### config.mk
export PLATFORM = sky130hd
export DESIGN_NAME = sortable_list_engine
export DESIGN_NICKNAME = d
export VERILOG_FILES = /design/src/rtl/core/sle_pkg.sv /design/src/rtl/core/sortable_list_engine.sv /design/src/rtl/core/sle_cmp.sv
export SDC_FILE = /design/constraint.sdc
export NUM_CORES = 1
export LEC_CHECK = 0
export BUFFER_PORTS_ARGS = -buffer_cell sky130_fd_sc_hd__buf_2
export CAP_MARGIN = 20
export CORE_AREA = 2 2 221 311
export DETAILED_ROUTE_END_ITERATION = 16
export DIE_AREA = 0 0 223 313
export PLACE_DENSITY = 0.57
export SLEW_MARGIN = 20
export SYNTH_ARGS = -nofsm -noshare
export SYNTH_HDL_FRONTEND = slang
export SYNTH_SLANG_ARGS = --single-unit
### constraint.sdc
create_clock -name clock -period 6.6 [get_ports clock]
set_input_delay 1.32 -clock clock [delete_from_list [all_inputs] [get_ports clock]]
set_output_delay 1.32 -clock clock [all_outputs]
set_load 0.01 [all_outputs]
### src/rtl/core/sle_pkg.sv
// Shared types and constants of the sortable list engine.
package sle_pkg;

   // Field widths fixed by the item format.
   localparam int CMD_W    = 3;
   localparam int DATA_W   = 32;
   localparam int STATUS_W = 2;
   localparam int POS_W    = 5;

   // Command codes carried by an input item.
   localparam logic [CMD_W-1:0] CMD_INSERT    = 3'd0;
   localparam logic [CMD_W-1:0] CMD_SEARCH    = 3'd1;
   localparam logic [CMD_W-1:0] CMD_SORT_UP   = 3'd2;
   localparam logic [CMD_W-1:0] CMD_SORT_DOWN = 3'd3;
   localparam logic [CMD_W-1:0] CMD_READ      = 3'd4;
   localparam logic [CMD_W-1:0] CMD_CLEAR     = 3'd5;

   // Status codes carried by a result item.
   localparam logic [STATUS_W-1:0] STATUS_OK    = 2'd0;
   localparam logic [STATUS_W-1:0] STATUS_FULL  = 2'd1;
   localparam logic [STATUS_W-1:0] STATUS_EMPTY = 2'd2;

   // Outcome of the shared signed comparator.
   typedef struct packed {
      logic eq;
      logic lt;
      logic gt;
   } cmp_res_type;

endpackage

### src/rtl/core/sortable_list_engine.sv
// Top level of the sortable list engine: list memory, sequencer and result register.
//
//  Channel   Ports                                   Handshake
//  command   req_cmd, req_item_value                 taken when start is high and busy is low
//  result    rsp_status, rsp_found, rsp_position,    shown for one cycle while rsp_valid is high
//            rsp_entry_value, rsp_last
//
// The list sits in a single-port-write, single-port-read memory with registered read data,
// and search and sort steps pass the entry just read through the shared comparator.
// A read-out gives one result item per entry, with rsp_last set on the final one; each of the
// other defined commands gives a single result item; spare codes give none.
// Reset (synchronous) empties the list by clearing the entry count; the memory needs no clearing pass.
// The receiver cannot stall results, so nothing waits on the result side.
module sortable_list_engine
   import sle_pkg::*;
#(
   parameter int DEPTH = 16
)
(
   input  logic                       clock,
   input  logic                       reset,
   input  logic                       start,
   output logic                       busy,
   input  logic [CMD_W-1:0]           req_cmd,
   input  logic signed [DATA_W-1:0]   req_item_value,
   output logic                       rsp_valid,
   output logic [STATUS_W-1:0]        rsp_status,
   output logic                       rsp_found,
   output logic [POS_W-1:0]           rsp_position,
   output logic signed [DATA_W-1:0]   rsp_entry_value,
   output logic                       rsp_last
);

   localparam int IW = $clog2(DEPTH);
   localparam int CW = $clog2(DEPTH + 1);
   localparam logic [CW-1:0] FULL_CNT = CW'(DEPTH);
   localparam logic [CW-1:0] ONE      = CW'(1);
   localparam logic [CW-1:0] TWO      = CW'(2);

   typedef enum logic [12:0] {
      ST_IDLE     = 13'b0000000000001,
      ST_SHIFT_RD = 13'b0000000000010,
      ST_SHIFT_WR = 13'b0000000000100,
      ST_INS_HEAD = 13'b0000000001000,
      ST_SRCH_RD  = 13'b0000000010000,
      ST_SRCH_CMP = 13'b0000000100000,
      ST_SORT_KEY = 13'b0000001000000,
      ST_SORT_LDK = 13'b0000010000000,
      ST_SORT_PRV = 13'b0000100000000,
      ST_SORT_CMP = 13'b0001000000000,
      ST_SORT_PUT = 13'b0010000000000,
      ST_READ_RD  = 13'b0100000000000,
      ST_READ_OUT = 13'b1000000000000
   } state_type;

   state_type               state_ff, state_in;
   logic [CW-1:0]           cnt_ff, cnt_in;
   logic [CW-1:0]           i_ff, i_in;
   logic [CW-1:0]           j_ff, j_in;
   logic signed [DATA_W-1:0] key_ff, key_in;
   logic                    desc_ff, desc_in;

   logic signed [DATA_W-1:0] entries_ff [DEPTH];
   logic signed [DATA_W-1:0] rd_data_ff;
   logic [IW-1:0]           rd_addr;
   logic                    wr_en;
   logic [IW-1:0]           wr_addr;
   logic signed [DATA_W-1:0] wr_data;

   logic                    rsp_valid_ff, rsp_valid_in;
   logic [STATUS_W-1:0]     rsp_status_ff, rsp_status_in;
   logic                    rsp_found_ff, rsp_found_in;
   logic [POS_W-1:0]        rsp_position_ff, rsp_position_in;
   logic signed [DATA_W-1:0] rsp_entry_value_ff, rsp_entry_value_in;
   logic                    rsp_last_ff, rsp_last_in;

   logic [CW-1:0]           i_plus;
   logic [CW-1:0]           j_minus;
   logic [CW+POS_W-1:0]     pos_wide;
   logic                    move;
   cmp_res_type             cmp_res;

   // Shared comparator: the entry just read against the search key or the sort key.
   sle_cmp u_cmp (
      .op_a (rd_data_ff),
      .op_b (key_ff),
      .res  (cmp_res)
   );

   assign i_plus   = i_ff + ONE;
   assign j_minus  = j_ff - ONE;
   assign pos_wide = {{POS_W{1'b0}}, i_plus};
   assign move     = desc_ff ? cmp_res.lt : cmp_res.gt;

   // Sequencer: one memory access per cycle, results built into the output register.
   always_comb begin
      state_in           = state_ff;
      cnt_in             = cnt_ff;
      i_in               = i_ff;
      j_in               = j_ff;
      key_in             = key_ff;
      desc_in            = desc_ff;
      rd_addr            = '0;
      wr_en              = 1'b0;
      wr_addr            = '0;
      wr_data            = key_ff;
      rsp_valid_in       = 1'b0;
      rsp_status_in      = STATUS_OK;
      rsp_found_in       = 1'b0;
      rsp_position_in    = '0;
      rsp_entry_value_in = '0;
      rsp_last_in        = 1'b1;

      unique case (state_ff)
         ST_IDLE: begin
            if (start) begin
               key_in = req_item_value;
               i_in   = '0;
               unique case (req_cmd)
                  CMD_INSERT: begin
                     if (cnt_ff == FULL_CNT) begin
                        rsp_valid_in  = 1'b1;
                        rsp_status_in = STATUS_FULL;
                     end else if (cnt_ff == '0) begin
                        state_in = ST_INS_HEAD;
                     end else begin
                        j_in     = cnt_ff;
                        state_in = ST_SHIFT_RD;
                     end
                  end
                  CMD_SEARCH: begin
                     if (cnt_ff == '0) begin
                        rsp_valid_in = 1'b1;
                     end else begin
                        state_in = ST_SRCH_RD;
                     end
                  end
                  CMD_SORT_UP, CMD_SORT_DOWN: begin
                     desc_in = (req_cmd == CMD_SORT_DOWN);
                     if (cnt_ff < TWO) begin
                        rsp_valid_in = 1'b1;
                     end else begin
                        i_in     = ONE;
                        state_in = ST_SORT_KEY;
                     end
                  end
                  CMD_READ: begin
                     if (cnt_ff == '0) begin
                        rsp_valid_in  = 1'b1;
                        rsp_status_in = STATUS_EMPTY;
                     end else begin
                        state_in = ST_READ_RD;
                     end
                  end
                  CMD_CLEAR: begin
                     cnt_in       = '0;
                     rsp_valid_in = 1'b1;
                  end
                  default: begin
                  end
               endcase
            end
         end

         // Insert: move each entry one place toward the tail, last entry first.
         ST_SHIFT_RD: begin
            rd_addr  = j_minus[IW-1:0];
            state_in = ST_SHIFT_WR;
         end
         ST_SHIFT_WR: begin
            wr_en    = 1'b1;
            wr_addr  = j_ff[IW-1:0];
            wr_data  = rd_data_ff;
            j_in     = j_minus;
            state_in = (j_ff == ONE) ? ST_INS_HEAD : ST_SHIFT_RD;
         end
         ST_INS_HEAD: begin
            wr_en        = 1'b1;
            wr_addr      = '0;
            wr_data      = key_ff;
            cnt_in       = cnt_ff + ONE;
            rsp_valid_in = 1'b1;
            state_in     = ST_IDLE;
         end

         // Search: compare entries from the head until the first match or the end of the list.
         ST_SRCH_RD: begin
            rd_addr  = i_ff[IW-1:0];
            state_in = ST_SRCH_CMP;
         end
         ST_SRCH_CMP: begin
            if (cmp_res.eq) begin
               rsp_valid_in    = 1'b1;
               rsp_found_in    = 1'b1;
               rsp_position_in = pos_wide[POS_W-1:0];
               state_in        = ST_IDLE;
            end else if (i_plus == cnt_ff) begin
               rsp_valid_in = 1'b1;
               state_in     = ST_IDLE;
            end else begin
               i_in     = i_plus;
               state_in = ST_SRCH_RD;
            end
         end

         // Sort: take entry i as the key and walk it toward the head.
         ST_SORT_KEY: begin
            rd_addr  = i_ff[IW-1:0];
            state_in = ST_SORT_LDK;
         end
         ST_SORT_LDK: begin
            key_in   = rd_data_ff;
            j_in     = i_ff;
            state_in = ST_SORT_PRV;
         end
         ST_SORT_PRV: begin
            rd_addr  = j_minus[IW-1:0];
            state_in = ST_SORT_CMP;
         end
         ST_SORT_CMP: begin
            wr_en   = 1'b1;
            wr_addr = j_ff[IW-1:0];
            if (move) begin
               wr_data  = rd_data_ff;
               j_in     = j_minus;
               state_in = (j_ff == ONE) ? ST_SORT_PUT : ST_SORT_PRV;
            end else begin
               wr_data = key_ff;
               if (i_plus == cnt_ff) begin
                  rsp_valid_in = 1'b1;
                  state_in     = ST_IDLE;
               end else begin
                  i_in     = i_plus;
                  state_in = ST_SORT_KEY;
               end
            end
         end
         ST_SORT_PUT: begin
            wr_en   = 1'b1;
            wr_addr = j_ff[IW-1:0];
            wr_data = key_ff;
            if (i_plus == cnt_ff) begin
               rsp_valid_in = 1'b1;
               state_in     = ST_IDLE;
            end else begin
               i_in     = i_plus;
               state_in = ST_SORT_KEY;
            end
         end

         // Read out: one result item per entry, from the head.
         ST_READ_RD: begin
            rd_addr  = i_ff[IW-1:0];
            state_in = ST_READ_OUT;
         end
         ST_READ_OUT: begin
            rsp_valid_in       = 1'b1;
            rsp_entry_value_in = rd_data_ff;
            rsp_last_in        = (i_plus == cnt_ff);
            if (i_plus == cnt_ff) begin
               state_in = ST_IDLE;
            end else begin
               i_in     = i_plus;
               state_in = ST_READ_RD;
            end
         end

         default: begin
            state_in = ST_IDLE;
         end
      endcase
   end

   // List memory with registered read data.
   always_ff @(posedge clock) begin
      if (wr_en) begin
         entries_ff[wr_addr] <= wr_data;
      end
      rd_data_ff <= entries_ff[rd_addr];
   end

   // Control state is reset; working and payload registers are not.
   always_ff @(posedge clock) begin
      if (reset) begin
         state_ff     <= ST_IDLE;
         cnt_ff       <= '0;
         rsp_valid_ff <= 1'b0;
      end else begin
         state_ff     <= state_in;
         cnt_ff       <= cnt_in;
         rsp_valid_ff <= rsp_valid_in;
      end
   end

   always_ff @(posedge clock) begin
      i_ff               <= i_in;
      j_ff               <= j_in;
      key_ff             <= key_in;
      desc_ff            <= desc_in;
      rsp_status_ff      <= rsp_status_in;
      rsp_found_ff       <= rsp_found_in;
      rsp_position_ff    <= rsp_position_in;
      rsp_entry_value_ff <= rsp_entry_value_in;
      rsp_last_ff        <= rsp_last_in;
   end

   assign busy            = (state_ff != ST_IDLE);
   assign rsp_valid       = rsp_valid_ff;
   assign rsp_status      = rsp_status_ff;
   assign rsp_found       = rsp_found_ff;
   assign rsp_position    = rsp_position_ff;
   assign rsp_entry_value = rsp_entry_value_ff;
   assign rsp_last        = rsp_last_ff;

endmodule

### src/rtl/core/sle_cmp.sv
// Shared signed comparator used by the search and sort sequences.
module sle_cmp
   import sle_pkg::*;
(
   input  logic signed [DATA_W-1:0] op_a,
   input  logic signed [DATA_W-1:0] op_b,
   output cmp_res_type              res
);

   // Separate compares give equality, less-than and greater-than.
   always_comb begin
      res.eq = (op_a == op_b);
      res.lt = (op_a < op_b);
      res.gt = (op_a > op_b);
   end

endmodule

==> flow_summary.ini <==
[run_status]
status = finished, final reports clean

[yosys]
syn_area_sq_mm = 0.02660
synthAdderAreaFrac = 0.01740
syn_area_per_cell_sq_um = 15.02
synth_simple_gate_area_frac = 0.07356
muxShareOfSynthArea = 0.09115
synth_nets = 1846
synth_top_family_by_area = multiplexers
synth_compound_area_frac = 0.08824
synth_ff_type = edfxtp_1
synth_cell_types = 72
syn-instance-count = 1771
synth_edf_count = 555
synth_xor_area_frac = 0.007243
ys_seq_area_frac = 0.6957
synth_warnings = 0
ys_ff_latch = 647
async_reset_ff_frac = 0

[final_layout]
layout-drive-gt1-share = 0.1685
post-route-util = 0.4481
nets = 1922
area_growth_pct = 13.12
fin_area_sq_mm = 0.03009
insertedDiodeCount = 0

[setup_path]
arrival_ns = 4.60
cp_top_family = compound AO/OA/AOI/OAI gates
required_ns = 7.11
critPathLaunchType = register
critPathMaxFanout = 50
cp_slowest_cell = buf_4
cp_num_buf_inv = 1
cpPeakStageDelay_ns = 0.89
endpoint_kind = register
cp_common_cell = mux2i_1
path_cells = xnor2_1, or4b_4, a211oi_4, o2bb2ai_4, buf_4, mux2i_1, mux2i_1, a21oi_1, o21ai_1
path_class = register to register

[sta]
setup_viol = 0
slew_headroom = 0.3076
fmax_mhz = 244.6
drv_slew = 0
finalCriticalPeriod_ns = 4.089
hold_viol_final = 0
setup_tns_ns = 0
finalCritPeriodShare = 0.6196
rsz0062_at_grt = false
fin_ws_ns = 2.511
worstMarginPinSlew_ns = 1.039
skew_ns = 0.01701

[drt]
routed.top_layer = met4
num_vias = 15429
drc = 0
avgViaCountPerCell = 5.588
wl_met3_mm = 2.953
m1WireLength_mm = 28.98
drt_iter0_markers = 1301
ant_nets = 0
route.met2.wl_mm = 36.26
drt_pre_antenna_iters = 5
routedWlPerCell_um = 25.30
routed_wl_mm = 69.86

[clock_tree]
cts_hold_buf = 0
cts_setup_buffers = 0
root_buffer = clkbuf_16
cts.sinks = 647
cts_tree = done
htreeDepth = 2
numCtsBuffers = 60
ctsResizeCount = 0
cts_buffer_depth = 3
clock_latency_ns = 0.63
clk_pin_slew_ns = 0.06

[floorplanning]
die_area_sq_mm = 0.06980
coreArea_sq_mm = 0.06716
std_cell_rows = 113
die_height_um = 313
die-width_um = 223
ioPinCount = 81
initial_core_util = 0.3961

[grt]
track_usage = 0.1986
grt_start_max_net_pins = 108
grt_pass1_wl_mm = 102.7
grt_pass1_vias = 15665
antenna_found_initial = 1
grt-ovfl-total = 0

[pwr]
power.leakage_nw = 10.67
ir_worst_vdd_uv = 210.1
totalPowerFinal_w = 0.008911
power_density_mw_per_mm2 = 296.1

[worst_hold_path]
hold_path_class = register to register

[placed_design]
place.gp.congestion = 0.8792
pre_cts_ws_ns = 2.537
placed_area_sq_mm = 0.02807
port_buffers = 80
hpwl_mm = 38.38

[run]
cap_violations = 0
-- cell usage in the layout, fill, tap and decap left out, types with 25 or more instances in the layout --
cell type	instances
a32o_1	31
mux2_2	34
and2_1	36
clkbuf_1	25
buf_2	80
nor2_1	38
a211oi_1	66
mux2_4	30
a221oi_1	34
dfxtp_1	92
a21oi_1	59
mux2i_1	159
nand2_1	167
nor2b_1	35
edfxtp_1	555
buf_4	35
o21ai_1	34
ha_1	37
inv_1	41
clkbuf_16	62
a311o_1	32
-- routing by layer --
metal / global-route usage / vias up
met1: 0.2500 / 7968
met2: 0.3592 / 408
li1: - / 6957
met5: 0 / -
met4: 0.05689 / 0
met3: 0.02372 / 96
-- kinds of logic (layout without fill, tap and decap cells) --
| kind of cell | count (synthesis) | count (layout) |
|---|---|---|
| fa+ha+maj | 37 | 37 |
| xor+xnor | 22 | 22 |
| buf+inv | 144 | 272 |
| flops | 647 | 647 |
| mux | 223 | 223 |
| simple gates | 385 | 385 |
| compound gates | 313 | 313 |
-- metrics by stage --
stage / cells / hold slack [ns]
5_1_grt: 2761 / 0.5346
3_3_place_gp: 2646 / 0.5081
2_1_floorplan: 1771 / 0.4418
3_5_place_dp: 2647 / 0.5060
4_1_cts: 2761 / 0.5140
6_report: 2761 / 0.5166
-- worst paths after layout --
kind / slack [ns] / endpoint / from / depth (start not counted)
min reg2reg: 0.52 / rsp_entry_value[31]$_SDFF_PN0_ / rd_data_ff[31]$_DFF_P_ / 1
max: 2.51 / rd_data_ff[19]$_DFF_P_ / state_ff[11]$_SDFFE_PP0P_ / 9
min: 0.52 / rsp_entry_value[31]$_SDFF_PN0_ / rd_data_ff[31]$_DFF_P_ / 1
max reg2reg: 2.51 / rd_data_ff[19]$_DFF_P_ / state_ff[11]$_SDFFE_PP0P_ / 9
-- where the power goes --
group / internal, W / switching, W / total [W] / leakage, nW
combinational: 0.000195 / 0.000421 / 0.000616 / 3.94
sequential: 0.00464 / 0.0000760 / 0.00472 / 5.76
clock: 0.00206 / 0.00152 / 0.00358 / 0.976
-- synth_stat cells (6+ instances only) --
master | count | area, sq um
nand2_1 | 168 | 630.6
nand4_1 | 10 | 62.56
a211oi_1 | 66 | 495.5
ha_1 | 37 | 462.9
buf_2 | 24 | 120.1
and2_1 | 36 | 225.2
a311o_1 | 32 | 320.3
mux2_2 | 34 | 382.9
nor2b_1 | 35 | 219.0
xor2_1 | 15 | 131.4
nor3_1 | 12 | 60.06
a221oi_1 | 34 | 297.8
nand3_1 | 14 | 70.07
o21ai_0 | 13 | 65.06
dfxtp_1 | 92 | 1842
a32o_1 | 31 | 310.3
nor4_1 | 7 | 43.79
a21o_1 | 8 | 60.06
clkbuf_1 | 55 | 206.5
xnor2_1 | 7 | 61.31
mux2_4 | 30 | 450.4
a21oi_1 | 62 | 310.3
buf_6 | 15 | 168.9
nor2_1 | 50 | 187.7
and3_1 | 6 | 37.54
buf_4 | 7 | 52.55
mux2i_1 | 159 | 1592
o21ai_1 | 36 | 180.2
edfxtp_1 | 555 | 16670
nand3b_1 | 6 | 45.04
nand2b_1 | 8 | 50.05
inv_1 | 41 | 153.9
-- sequential cells by signal (all words and copies together) (netlist names), 2 cells and up --
| signal | count |
|---|---|
| rsp_position | 5 |
| rd_data_ff | 32 |
| key_ff | 32 |
| cnt_ff | 5 |
| rsp_status | 2 |
| rsp_entry_value | 32 |
| entries_ff | 512 |
| state_ff | 13 |
| j_ff | 5 |
| i_ff | 5 |
-- cell type report --
cell class	instances	area [sq um]
Clock inverter	23	317.8
Timing Repair Buffer	117	694.4
Sequential cell	647	18510
Multi-Input combinational cell	980	7640
Fill cell	5853	37070
Inverter	41	153.9
Tap cell	862	1079
Clock buffer	91	1700
-- worst register-to-register path: stages (launching register included) --
cell and delay, ns:
dfxtp_1 0.58, xnor2_1 0.13, or4b_4 0.51, a211oi_4 0.69, o2bb2ai_4 0.39, buf_4 0.89, mux2i_1 0.37, mux2i_1 0.12
a21oi_1 0.21, o21ai_1 0.08
Note: power is estimated with default switching activity, not from simulation.
